--- src/hw/rtl/p2mcc_pkg.sv ---
// Package for the parameter to MIDI controller encoder: types, constants, mapping table.
`default_nettype none

package p2mcc_pkg;

	localparam int NUM_PARAMS  = 161;
	localparam int IDX_W       = 8;
	localparam int LEVEL_W     = 16;
	localparam int CACHE_W     = 14;

	localparam logic [LEVEL_W-1:0] FULL_SCALE  = 16'd32768;
	localparam logic [LEVEL_W-1:0] HALF_SCALE  = 16'd16384;
	localparam logic [IDX_W-1:0]   AUX_FIRST   = 8'd144;
	localparam logic [IDX_W-1:0]   AUX_LAST    = 8'd153;
	localparam logic [6:0]         AUX_CC      = 7'd96;
	localparam logic [2:0]         AUX_CHANNEL = 3'd5;

	// configuration register indexes
	localparam logic CFG_PORT_ONE = 1'b0;
	localparam logic CFG_PORT_TWO = 1'b1;

	// input opcodes
	localparam logic OP_UPDATE = 1'b0;
	localparam logic OP_CLEAR  = 1'b1;

	typedef enum logic [1:0] {
		KIND_FADER,
		KIND_MUTE,
		KIND_AUX,
		KIND_JOY
	} kind_t;

	typedef struct packed {
		kind_t      kind;
		logic [2:0] channel;
		logic [6:0] cc;
		logic       port2;
	} map_t;

	typedef struct packed {
		logic       last;
		logic [6:0] value;
		logic [6:0] cc;
		logic [4:0] channel;
		logic       port;
	} msg_t;

	// fixed console mapping; only meaningful for idx below NUM_PARAMS
	function automatic map_t map_lookup(input logic [IDX_W-1:0] idx);
		map_t m;
		logic [IDX_W-1:0] d;
		m = '{kind: KIND_JOY, channel: 3'd0, cc: 7'd0, port2: 1'b0};
		d = '0;
		if (idx < 8'd24) begin
			d = idx;
			m = '{kind: KIND_FADER, channel: 3'd1, cc: 7'(d << 1), port2: 1'b0};
		end else if (idx < 8'd36) begin
			d = idx - 8'd24;
			m = '{kind: KIND_FADER, channel: 3'd2, cc: 7'(d << 1), port2: 1'b1};
		end else if (idx < 8'd60) begin
			d = idx - 8'd36;
			m = '{kind: KIND_FADER, channel: 3'd1, cc: 7'(8'd48 + (d << 1)), port2: 1'b0};
		end else if (idx < 8'd72) begin
			d = idx - 8'd60;
			m = '{kind: KIND_FADER, channel: 3'd2, cc: 7'(8'd24 + (d << 1)), port2: 1'b1};
		end else if (idx < 8'd96) begin
			d = idx - 8'd72;
			m = '{kind: KIND_MUTE, channel: 3'd3, cc: 7'(d), port2: 1'b0};
		end else if (idx < 8'd108) begin
			d = idx - 8'd96;
			m = '{kind: KIND_MUTE, channel: 3'd4, cc: 7'(d), port2: 1'b1};
		end else if (idx < 8'd132) begin
			d = idx - 8'd108;
			m = '{kind: KIND_MUTE, channel: 3'd3, cc: 7'(8'd24 + d), port2: 1'b0};
		end else if (idx < AUX_FIRST) begin
			d = idx - 8'd132;
			m = '{kind: KIND_MUTE, channel: 3'd4, cc: 7'(8'd12 + d), port2: 1'b1};
		end else if (idx <= AUX_LAST) begin
			m = '{kind: KIND_AUX, channel: AUX_CHANNEL, cc: AUX_CC, port2: 1'b1};
		end else begin
			unique case (idx)
				8'd154:  m = '{kind: KIND_JOY, channel: 3'd2, cc: 7'd48, port2: 1'b1};
				8'd155:  m = '{kind: KIND_JOY, channel: 3'd2, cc: 7'd50, port2: 1'b1};
				8'd156:  m = '{kind: KIND_MUTE, channel: 3'd4, cc: 7'd24, port2: 1'b1};
				8'd157:  m = '{kind: KIND_JOY, channel: 3'd2, cc: 7'd52, port2: 1'b1};
				8'd158:  m = '{kind: KIND_JOY, channel: 3'd2, cc: 7'd54, port2: 1'b1};
				8'd159:  m = '{kind: KIND_MUTE, channel: 3'd4, cc: 7'd26, port2: 1'b1};
				8'd160:  m = '{kind: KIND_FADER, channel: 3'd5, cc: 7'd0, port2: 1'b1};
				default: m = '{kind: KIND_JOY, channel: 3'd0, cc: 7'd0, port2: 1'b0};
			endcase
		end
		return m;
	endfunction

endpackage

`default_nettype wire

--- src/hw/rtl/p2mcc_ram.sv ---
// Generic single-clock RAM, one write port, one registered read port (read-first).
`default_nettype none

module p2mcc_ram #(
	parameter int WIDTH = 8,
	parameter int DEPTH = 16,
	localparam int AW = $clog2(DEPTH)
) (
	input  wire logic             clk,
	input  wire logic             we,
	input  wire logic [AW-1:0]    waddr,
	input  wire logic [WIDTH-1:0] wdata,
	input  wire logic [AW-1:0]    raddr,
	output logic      [WIDTH-1:0] rdata
);

	logic [WIDTH-1:0] mem [DEPTH];

	always_ff @(posedge clk) begin
		if (we) begin
			mem[waddr] <= wdata;
		end
		rdata <= mem[raddr];
	end

endmodule

`default_nettype wire

--- src/hw/rtl/parameter_to_midi_cc_encoder_top.sv ---
// Top level of the parameter to MIDI controller encoder.
// An input beat passes the stage-1 registers (cache read), then the output register, before its first output beat.
// Throughput: one item per cycle for single messages while m_tready holds; a fader pair holds the output
// register pair until both of its beats are taken, so the next sent item waits for the second beat.
// Reset: asynchronous; closes both ports and marks every cache entry unsent at once
// through per-entry valid flops, so no clearing pass is needed.
`default_nettype none

module parameter_to_midi_cc_encoder_top
	import p2mcc_pkg::*;
(
	input  wire logic        clk,
	input  wire logic        arst_n,
	// slave side
	input  wire logic        s_tvalid,
	output logic             s_tready,
	input  wire logic [23:0] s_tdata,   // [7:0] param_index, [23:8] level
	input  wire logic        s_tuser,   // [0] opcode
	// master side
	output logic             m_tvalid,
	input  wire logic        m_tready,
	output logic      [23:0] m_tdata,   // [0] out_port, [5:1] midi_channel,
	                                    // [12:6] controller_number,
	                                    // [19:13] controller_value, [23:20] zero
	output logic             m_tlast,   // last_of_run
	// configuration writes
	input  wire logic        cfg_valid,
	output logic             cfg_ready,
	input  wire logic        cfg_index,
	input  wire logic        cfg_data
);

	// configuration
	logic port_one_q, port_two_q;

	assign cfg_ready = 1'b1;

	always_ff @(posedge clk or negedge arst_n) begin
		if (!arst_n) begin
			port_one_q <= 1'b0;
			port_two_q <= 1'b0;
		end else if (cfg_valid) begin
			unique case (cfg_index)
				CFG_PORT_ONE: port_one_q <= cfg_data;
				CFG_PORT_TWO: port_two_q <= cfg_data;
			endcase
		end
	end

	// input decode and scaling
	logic [IDX_W-1:0]   in_idx;
	logic [LEVEL_W-1:0] in_lvl, lvl_c;
	logic [28:0]        prod14;
	logic [21:0]        prod7;

	assign in_idx = s_tdata[IDX_W-1:0];
	assign in_lvl = s_tdata[IDX_W +: LEVEL_W];
	assign lvl_c  = (in_lvl > FULL_SCALE) ? FULL_SCALE : in_lvl;
	assign prod14 = 29'(lvl_c) * 29'd16383;
	assign prod7  = 22'(lvl_c) * 22'd127;

	// stage 1: cache data arrives, decision and write-back
	logic               valid_s1;
	logic               clear_s1;
	logic               inrange_s1;
	logic [IDX_W-1:0]   idx_s1;
	map_t               map_s1;
	logic [CACHE_W-1:0] v14_s1;
	logic [6:0]         v7_s1;
	logic               on_s1;

	logic               s_beat;
	logic               s1_go;
	logic               ob_free;

	assign s_beat   = s_tvalid & s_tready;
	assign s_tready = !valid_s1 | s1_go;

	always_ff @(posedge clk or negedge arst_n) begin
		if (!arst_n) begin
			valid_s1 <= 1'b0;
		end else if (s_tready) begin
			valid_s1 <= s_tvalid;
		end
	end

	always_ff @(posedge clk) begin
		if (s_beat) begin
			clear_s1   <= (s_tuser == OP_CLEAR);
			inrange_s1 <= (in_idx < IDX_W'(NUM_PARAMS));
			idx_s1     <= in_idx;
			map_s1     <= map_lookup(in_idx);
			v14_s1     <= prod14[28:15];
			v7_s1      <= prod7[21:15];
			on_s1      <= (lvl_c > HALF_SCALE);
		end
	end

	// cache memory; a stalled item re-reads its own entry
	logic [IDX_W-1:0]   ram_raddr;
	logic [CACHE_W-1:0] ram_rdata;
	logic               wr_en;
	logic [CACHE_W-1:0] new_val;

	assign ram_raddr = (valid_s1 && !s1_go) ? idx_s1 : in_idx;

	p2mcc_ram #(
		.WIDTH (CACHE_W),
		.DEPTH (NUM_PARAMS)
	) u_cache (
		.clk   (clk),
		.we    (wr_en),
		.waddr (idx_s1),
		.wdata (new_val),
		.raddr (ram_raddr),
		.rdata (ram_rdata)
	);

	// write of the previous cycle is not yet visible in the read data
	logic               fwd_en_q;
	logic [IDX_W-1:0]   fwd_idx_q;
	logic [CACHE_W-1:0] fwd_val_q;

	always_ff @(posedge clk or negedge arst_n) begin
		if (!arst_n) begin
			fwd_en_q <= 1'b0;
		end else begin
			fwd_en_q <= wr_en;
		end
	end

	always_ff @(posedge clk) begin
		fwd_idx_q <= idx_s1;
		fwd_val_q <= new_val;
	end

	logic [NUM_PARAMS-1:0] cache_vld_q;
	logic [CACHE_W-1:0]    cached;
	logic                  entry_vld;
	logic [3:0]            aux_ofs;
	logic [4:0]            aux_code;
	logic                  repeat_hit;
	logic                  do_write;
	logic                  port_open;
	logic                  send;
	logic                  is_fader;

	assign cached    = (fwd_en_q && fwd_idx_q == idx_s1) ? fwd_val_q : ram_rdata;
	assign entry_vld = inrange_s1 & cache_vld_q[idx_s1];
	assign aux_ofs   = 4'(idx_s1 - AUX_FIRST);
	assign aux_code  = 5'({aux_ofs, 1'b0}) + (on_s1 ? 5'd3 : 5'd2);
	assign is_fader  = (map_s1.kind == KIND_FADER);

	always_comb begin
		unique case (map_s1.kind)
			KIND_FADER: new_val = v14_s1;
			KIND_MUTE:  new_val = on_s1 ? CACHE_W'(3) : CACHE_W'(2);
			KIND_AUX:   new_val = CACHE_W'(aux_code);
			KIND_JOY:   new_val = CACHE_W'(v7_s1);
		endcase
	end

	// aux mutes are never suppressed as repeats
	assign repeat_hit = entry_vld & (cached == new_val) & (map_s1.kind != KIND_AUX);
	assign do_write   = valid_s1 & !clear_s1 & inrange_s1 & !repeat_hit;
	assign port_open  = map_s1.port2 ? port_two_q : port_one_q;
	assign send       = do_write & port_open;
	assign s1_go      = valid_s1 & (!send | ob_free);
	assign wr_en      = s1_go & do_write;

	always_ff @(posedge clk or negedge arst_n) begin
		if (!arst_n) begin
			cache_vld_q <= '0;
		end else if (s1_go && clear_s1) begin
			cache_vld_q <= '0;
		end else if (wr_en) begin
			cache_vld_q[idx_s1] <= 1'b1;
		end
	end

	// output register pair
	logic ob_valid_q, ob_second_q;
	msg_t msg0_q, msg1_q;
	msg_t msg0_d, msg1_d;
	logic m_beat;

	assign m_beat  = m_tvalid & m_tready;
	assign ob_free = !ob_valid_q | (m_tready & !ob_second_q);

	always_comb begin
		msg0_d.port    = map_s1.port2;
		msg0_d.channel = {2'b00, map_s1.channel};
		msg0_d.cc      = map_s1.cc;
		msg0_d.value   = is_fader ? v14_s1[13:7] : new_val[6:0];
		msg0_d.last    = !is_fader;
		msg1_d.port    = map_s1.port2;
		msg1_d.channel = {2'b00, map_s1.channel};
		msg1_d.cc      = map_s1.cc + 7'd1;
		msg1_d.value   = v14_s1[6:0];
		msg1_d.last    = 1'b1;
	end

	always_ff @(posedge clk or negedge arst_n) begin
		if (!arst_n) begin
			ob_valid_q  <= 1'b0;
			ob_second_q <= 1'b0;
		end else if (s1_go && send) begin
			ob_valid_q  <= 1'b1;
			ob_second_q <= is_fader;
		end else if (m_beat) begin
			ob_valid_q  <= ob_second_q;
			ob_second_q <= 1'b0;
		end
	end

	always_ff @(posedge clk) begin
		if (s1_go && send) begin
			msg0_q <= msg0_d;
			msg1_q <= msg1_d;
		end else if (m_beat && ob_second_q) begin
			msg0_q <= msg1_q;
		end
	end

	assign m_tvalid = ob_valid_q;
	assign m_tdata  = {4'b0000, msg0_q.value, msg0_q.cc, msg0_q.channel, msg0_q.port};
	assign m_tlast  = msg0_q.last;

endmodule

`default_nettype wire
--- config.mk ---
export PLATFORM = sky130hd
export DESIGN_NAME = parameter_to_midi_cc_encoder_top
export DESIGN_NICKNAME = d
export VERILOG_FILES = /design/src/hw/rtl/p2mcc_pkg.sv /design/src/hw/rtl/p2mcc_ram.sv /design/src/hw/rtl/parameter_to_midi_cc_encoder_top.sv
export SDC_FILE = /design/constraint.sdc
export NUM_CORES = 2
export LEC_CHECK = 0
export BUFFER_PORTS_ARGS = -buffer_cell sky130_fd_sc_hd__buf_2
export CAP_MARGIN = 25
export CORE_UTILIZATION = 28
export CTS_CLUSTER_DIAMETER = 40
export CTS_CLUSTER_SIZE = 30
export DETAILED_ROUTE_END_ITERATION = 12
export GPL_TIMING_DRIVEN = 1
export PLACE_DENSITY = 0.5
export SLEW_MARGIN = 20
export SYNTH_ARGS = -nofsm -noshare
export SYNTH_HDL_FRONTEND = slang
export SYNTH_HIERARCHICAL = 1
export SYNTH_SLANG_ARGS = --single-unit
--- constraint.sdc ---
create_clock -name clk -period 9 [get_ports clk]
set_input_delay 1.35 -clock clk [delete_from_list [all_inputs] [get_ports clk]]
set_output_delay 1.35 -clock clk [all_outputs]
set_load 0.05 [all_outputs]
# Word level (Yosys, flattened, before mapping)
# Memory sizes are Yosys's and may differ from the RTL's. A register that Yosys moved wholly into a read port is not among the register bits.
# Cells that the tools add are included.
# word_totals
ff_bits	271
mem_bits_rw	2254
in_bits	32
latchBits	0
wordCells	148
rom_bits	0
out_inout_bits	28
memories	1
# mem_list
memory	words	word_bits	rd	rd_ports_with_merged_regs	write_ports	line_no	source
u_cache.mem	161	14	1	1	1	p2mcc_ram.sv:17	logic [WIDTH-1:0] mem [DEPTH];
# classes
n_eq_ne	13
n_reduce_logical	24
n_mux	32
div_mod_pow	0
n_addsub	14
mul	2
bitwise_logic	17
n_shift	0
magnitude_cmp	14
# ops
operator	count
$mux 161	2
$or 161x161->161	1
$pmux 13 s7	1
$eq 8x8->1 const B	7
$pmux 14 s4	1
$mux 12	4
$mux 21	2
$mux 10	3
$mul 16x14->29 const B	1
$lt 8x7->1 const B	3
$lt 8x8->1 const B	3
$mul 16x7->22 const B	1
$sub 7x7->7 const B	3
$gt 16x15->1 const B	1
$gt 16x16->1 const B	1
$lt 8x6->1 const B	2
$mux 16	1
$mux 8	2
$add 5x7->7 const A	2
$eq 14x14->1	1
$mux 14	1
$mux 13	1
$and 1x1->1	12
$sub 6x6->6 const B	2
other kinds (30)	58

# Logic depth before layout (Yosys ltp)
# depth
word_depth	15
depth_mapped	26
depth_no_buf	25

# Cells and area by module
# The synthesis kept the hierarchy.
# modules_own_cells
mod	area_each_um2	seq_area_each_um2	cells_per_inst	instances
p2mcc_ram	87523.9	67965.2	4102	1
parameter_to_midi_cc_encoder_top	19083.3	7081.8	1693	1

# Least setup slack after synthesis
# Ideal clock, no wire load.
# synth_timing
path_type	register to register
startpoint	register map_s1[12] (netlist name)
endpoint	memory u_cache/mem[160][0] (netlist name) (enable)
t_arrival_ns	9.058
n_path_buf	4
synth_period_minus_slack_ns	9.484
setup_time_ns	0.427
required_time_ns	8.573
stages_incl_launch_ff	14
path_slack_ns	-0.484
path_cell_list	edfxtp_1 -> buf_1 -> mux2i_1 -> xor2_1 -> a2111oi_0 -> or2_2 -> o211ai_1 -> nor4bb_2 -> buf_4 -> nor3_2 -> buf_2 -> clkbuf_1 -> nand3_1 -> nor4b_1
# synth_via
elab_chain_cells	14
word_cells_on_any_way	18
classes_between	eq/ne: 5; mux: 3; bitwise: 7; reduce/logical: 3
# synth_rtl
element	line_no	source
start: declaration	parameter_to_midi_cc_encoder_top.sv:67	map_t map_s1;
start signal: assignment	parameter_to_midi_cc_encoder_top.sv:92	map_s1 <= map_lookup(in_idx);
$eq 2x2->1, or another cell as far along	parameter_to_midi_cc_encoder_top.sv:155	unique case (map_s1.kind)
$pmux 14 s4 *	parameter_to_midi_cc_encoder_top.sv:155	
named net new_val[0]	parameter_to_midi_cc_encoder_top.sv:103	logic [CACHE_W-1:0] new_val;
$eq 14x14->1 *	parameter_to_midi_cc_encoder_top.sv:164	assign repeat_hit = entry_vld & (cached == new_val) & (map_s1.kind != KIND_AUX);
$and 1x1->1 * (2 in a row)	parameter_to_midi_cc_encoder_top.sv:164	
$logic_not 1->1 *	parameter_to_midi_cc_encoder_top.sv:165	assign do_write = valid_s1 & !clear_s1 & inrange_s1 & !repeat_hit;
$and 1x1->1 *	parameter_to_midi_cc_encoder_top.sv:165	
$and 1x1->1	parameter_to_midi_cc_encoder_top.sv:167	assign send = do_write & port_open;
$logic_not 1->1	parameter_to_midi_cc_encoder_top.sv:168	assign s1_go = valid_s1 & (!send | ob_free);
$or 1x1->1	parameter_to_midi_cc_encoder_top.sv:168	
$and 1x1->1	parameter_to_midi_cc_encoder_top.sv:168	
$and 1x1->1 *	parameter_to_midi_cc_encoder_top.sv:169	assign wr_en = s1_go & do_write;
named net wr_en	parameter_to_midi_cc_encoder_top.sv:102	logic wr_en;
$mux 1 *	p2mcc_ram.sv:20	if (we) begin
$mux 1 (not written as such) *	p2mcc_ram.sv:21	mem[waddr] <= wdata;
end: declaration	p2mcc_ram.sv:17	
# The timed path passes the listed nets; every way through them passes the cells marked *.

# Final worst setup path
# layout_timing
startpoint	register idx_s1[0]
endpoint	register u_cache.rdata[5], read port of u_cache.mem
# layout_via
elab_chain_cells	15
word_cells_on_any_way	21
classes_between	add/sub: 2; eq/ne: 2; mux: 5; bitwise: 7; reduce/logical: 5
# layout_rtl
element	line_no	source
start: declaration	parameter_to_midi_cc_encoder_top.sv:66	logic [IDX_W-1:0] idx_s1;
start signal: assignment	parameter_to_midi_cc_encoder_top.sv:91	idx_s1 <= in_idx;
$sub 4x1->4	parameter_to_midi_cc_encoder_top.sv:150	assign aux_ofs = 4'(idx_s1 - AUX_FIRST);
$add 5x2->5	parameter_to_midi_cc_encoder_top.sv:151	assign aux_code = 5'({aux_ofs, 1'b0}) + (on_s1 ? 5'd3 : 5'd2);
$pmux 14 s4	parameter_to_midi_cc_encoder_top.sv:155	
named net new_val[2]	parameter_to_midi_cc_encoder_top.sv:103	
$eq 14x14->1	parameter_to_midi_cc_encoder_top.sv:164	
$and 1x1->1 (2 in a row)	parameter_to_midi_cc_encoder_top.sv:164	
$logic_not 1->1	parameter_to_midi_cc_encoder_top.sv:165	
$and 1x1->1	parameter_to_midi_cc_encoder_top.sv:165	
$and 1x1->1	parameter_to_midi_cc_encoder_top.sv:167	
$logic_not 1->1	parameter_to_midi_cc_encoder_top.sv:168	
$or 1x1->1	parameter_to_midi_cc_encoder_top.sv:168	
$and 1x1->1	parameter_to_midi_cc_encoder_top.sv:168	
$logic_not 1->1	parameter_to_midi_cc_encoder_top.sv:105	assign ram_raddr = (valid_s1 && !s1_go) ? idx_s1 : in_idx;
$logic_and 1x1->1	parameter_to_midi_cc_encoder_top.sv:105	
$mux 8	parameter_to_midi_cc_encoder_top.sv:105	
named net ram_raddr[1]	parameter_to_midi_cc_encoder_top.sv:100	logic [IDX_W-1:0] ram_raddr;
end: declaration	p2mcc_ram.sv:14	output logic [WIDTH-1:0] rdata
# The timed path passes the listed nets, and every way through them passes these cells. The select of a mux whose other input is x is not followed.
# A chain may end at the register's enable or synchronous reset.

==> results.cfg <==
[clock_tree]
cts_setup_buffers = 0
clkSlewWorstSetupHoldPaths_ns = 0.06
clk_path_buf_depth = 4
cts_tree = yes
post_cts_resized = 0
clock_sinks = 2539
holdBufCountCts = 0
cts_made_buffers = 363
h-tree-depth = 5
cts_root_buf = clkbuf_16
clock_latency_ns = 0.95

[sta]
maxSlewViolCount = 0
final-setup-viol-count = 0
timing.fmax_ghz = 0.130
setup-tns-final_ns = 0
max-slew-margin-rel = 0.205
fin_skew_ns = 0.0732
min_period_ns = 7.69
hold_viol = 0
rsz0062_at_grt = false
tightest_slew_ns = 1.19
min_period_over_period = 0.855

[global_routing]
grt_start_max_net_pins = 99
grt_use_met2 = 0.257
globalRouteTotalUtil = 0.155
antenna_found_initial = 9
overflow = 0
grt_pass1_wl_mm = 435
grt_use_met1 = 0.209
grt-busiest-layer = met2
first_global_vias = 59400
grt.met3_usage = 0.0212

[critical_path]
timing.rr.end = u_cache/rdata[5]
cp_max_fo = 41
cpPeakStageDelay_ns = 0.69
crit_type = flip-flop to flip-flop
timing.reg2reg.setup_slack_ns = 1.31
startpoint_type = flip-flop
cp_slowest_cell = nor4_2
crit_path_frequent_cell = buf_4
regToRegStartpoint = idx_s1[0]
worst_r2r_path_depth = 21
path_cells = buf_12, clkinv_1, ha_1, mux2_2, nand2_1, nand2_4, o221ai_1, o211ai_1, nor4bb_2, nor4_2, buf_4, mux2_8, nand2_4, buf_12, buf_4, o221ai_1, o22ai_1, o21ai_0, nand4_1, a211oi_1, buf_4
critPathCaptureType = flip-flop
required_ns = 9.88
worstPathArrival_ns = 8.57

[layout]
area_growth_pct = 19.3
multi_input_area_um2 = 28900
finalNetCount = 6513
regArea_um2 = 75000
n_fill_cell = 35900
layout-drive-gt1-share = 0.245
design_area_um2 = 127000

[power]
ir_drop_uv = 333
power_leakage_nw = 42.2
p_per_area_nw_per_um2 = 270

[floorplanning]
die_area_um2 = 383000
io_pins = 60
die_height_um = 619
fp.coreArea_um2 = 379000
start_util = 0.281
num_rows = 226
die_w_um = 619

[logic_synthesis]
synth-seq-area-share = 0.704
synth_warnings = 6
synth_edf_count = 2336
ys_ff_latch = 2539
synth_cell_types = 86
ys_dominant_reg_cell = edfxtp_1
syn-cell-area_um2 = 107000
async_flop_share = 0.0658
synth_cells = 5795
synth_area_per_cell_um2 = 18.4

[routing]
route.detailed.drc = 0
drtIter0Drc = 5272
vias_per_cell = 4.96
wire_per_inst_um = 26.1
dr.pass1.iters = 8
dr_total_vias = 57400
ant_nets = 0
wl_mm = 301

[hold_path]
hold_path.class = primary input to asynchronous set/reset pin

[placement]
numPortBuffers = 52
dp_hpwl_mm = 191
place_congestion = 0.845
placed_area_um2 = 114000

[run_status]
status = finished clean

[job]
drv_cap = 0
==> sequential cells by signal, summed over array words and instances, names as in the netlist, 7 cells and up <==
register       cells
cache_vld_q      161
v14_s1            14
map_s1            13
u_cache/mem     2254
u_cache/rdata     14
msg1_q            18
idx_s1             8
fwd_val_q         14
fwd_idx_q          8
v7_s1              7
m_tdata           18
==> through the flow <==
step	setup WS [ns]	instances	utilization	hold WS (ns)	power (W)
after global placement	0.518	10900	0.301	0.448	0.0197
after floorplan	1.02	5803	-	0.405	0.0180
final	1.31	11600	0.336	0.271	0.0343
after detailed placement	0.518	10900	0.301	0.445	0.0198
after CTS	1.24	11500	0.335	0.230	0.0346
after global routing	0.872	11600	0.336	0.256	0.0357
==> worst max path at each step <==
stage,end,from,cells after the start,slack [ns]
6_report,u_cache/rdata[5],idx_s1[0],21,1.31
5_1_grt,u_cache/rdata[5],idx_s1[0],21,0.87
4_1_cts,u_cache/rdata[5],idx_s1[0],21,1.24
3_5_place_dp,v14_s1[13],s_tdata[23],23,0.52
3_3_place_gp,v14_s1[13],s_tdata[9],21,0.52
2_1_floorplan,u_cache/mem[160][0],map_s1[11],14,1.02
==> layout make-up <==
cell class	count	share of cell area
well taps	5016	0.0494
repair buffers	391	0.0253
multi-input cells	2714	0.228
inverters	215	0.00655
clock buffers	409	0.0742
diodes	9	0.000177
clock inverters	268	0.0265
flip-flops and latches	2539	0.590
==> per-layer routing <==
metal	up-vias	wire (um)
met1	30700	129000
met3	466	16100
li1	24400	-
met2	1770	146000
met5	-	0
met4	0	10300
==> placed cells by master, fill, tap and decap left out, drive strengths merged, types with 21 or more instances in the layout <==
cell type,synthesis,routed
a211oi,43,43
a21o,22,22
a21oi,109,109
a221oi,28,28
a22o,26,26
a22oi,43,43
a32o,128,128
buf,185,391
bufinv,0,47
clkbuf,150,409
clkinv,3,114
clkinvlp,0,41
dfrtp,167,167
dfxtp,36,36
edfxtp,2336,2336
fa,142,142
ha,115,115
inv,212,281
mux2,34,34
mux2i,260,260
mux4,492,492
nand2,175,175
nand2b,21,21
nand3,62,62
nand4,21,21
nor2,275,275
nor2b,40,40
nor3,60,60
nor4,27,27
o21ai,140,140
o221ai,84,84
o22ai,103,103
xnor2,35,35
xor2,22,22
==> synth_stat cells (all sizes together) (62+ instances only) <==
| cell type | instances | area (um2) |
|---|---|---|
| mux2i | 260 | 2600 |
| nand2 | 175 | 657 |
| a32o | 128 | 1280 |
| o22ai | 103 | 644 |
| nand3 | 62 | 310 |
| nor2 | 275 | 1030 |
| a21oi | 109 | 546 |
| dfrtp | 167 | 4180 |
| edfxtp | 2336 | 70100 |
| clkbuf | 150 | 563 |
| inv | 212 | 796 |
| mux4 | 492 | 11100 |
| fa | 142 | 2840 |
| ha | 115 | 1440 |
| buf | 185 | 1530 |
| o21ai | 140 | 701 |
| o221ai | 84 | 805 |
==> worst max-delay path, delay by kind of cell (launching register included) <==
family	cells	cell delay, ns
and+or+nand+nor	6	2.32
AOI/OAI and AO/OA	6	1.86
buffers and inverters	6	1.75
muxes	2	0.66
adders and majority gates	1	0.46
DFF	1	0.41
==> power breakdown <==
group          leakage [nW]  internal, W  switching [W]
combinational          13.0      0.00203        0.00361
clock                  6.15      0.00909        0.00568
sequential             23.0       0.0138      0.0000873
total                  42.2       0.0249        0.00938
==> logic make-up after synthesis <==
kind of cell	share of synthesized area
AOI/OAI and AO/OA	0.0585
buffers and inverters	0.0272
muxes	0.132
xor gates and xnor gates	0.00468
DFF	0.704
adders and majority gates	0.0402
other	0.0000704
and+or+nand+nor	0.0335
Note: power is estimated with default switching activity, not from simulation.
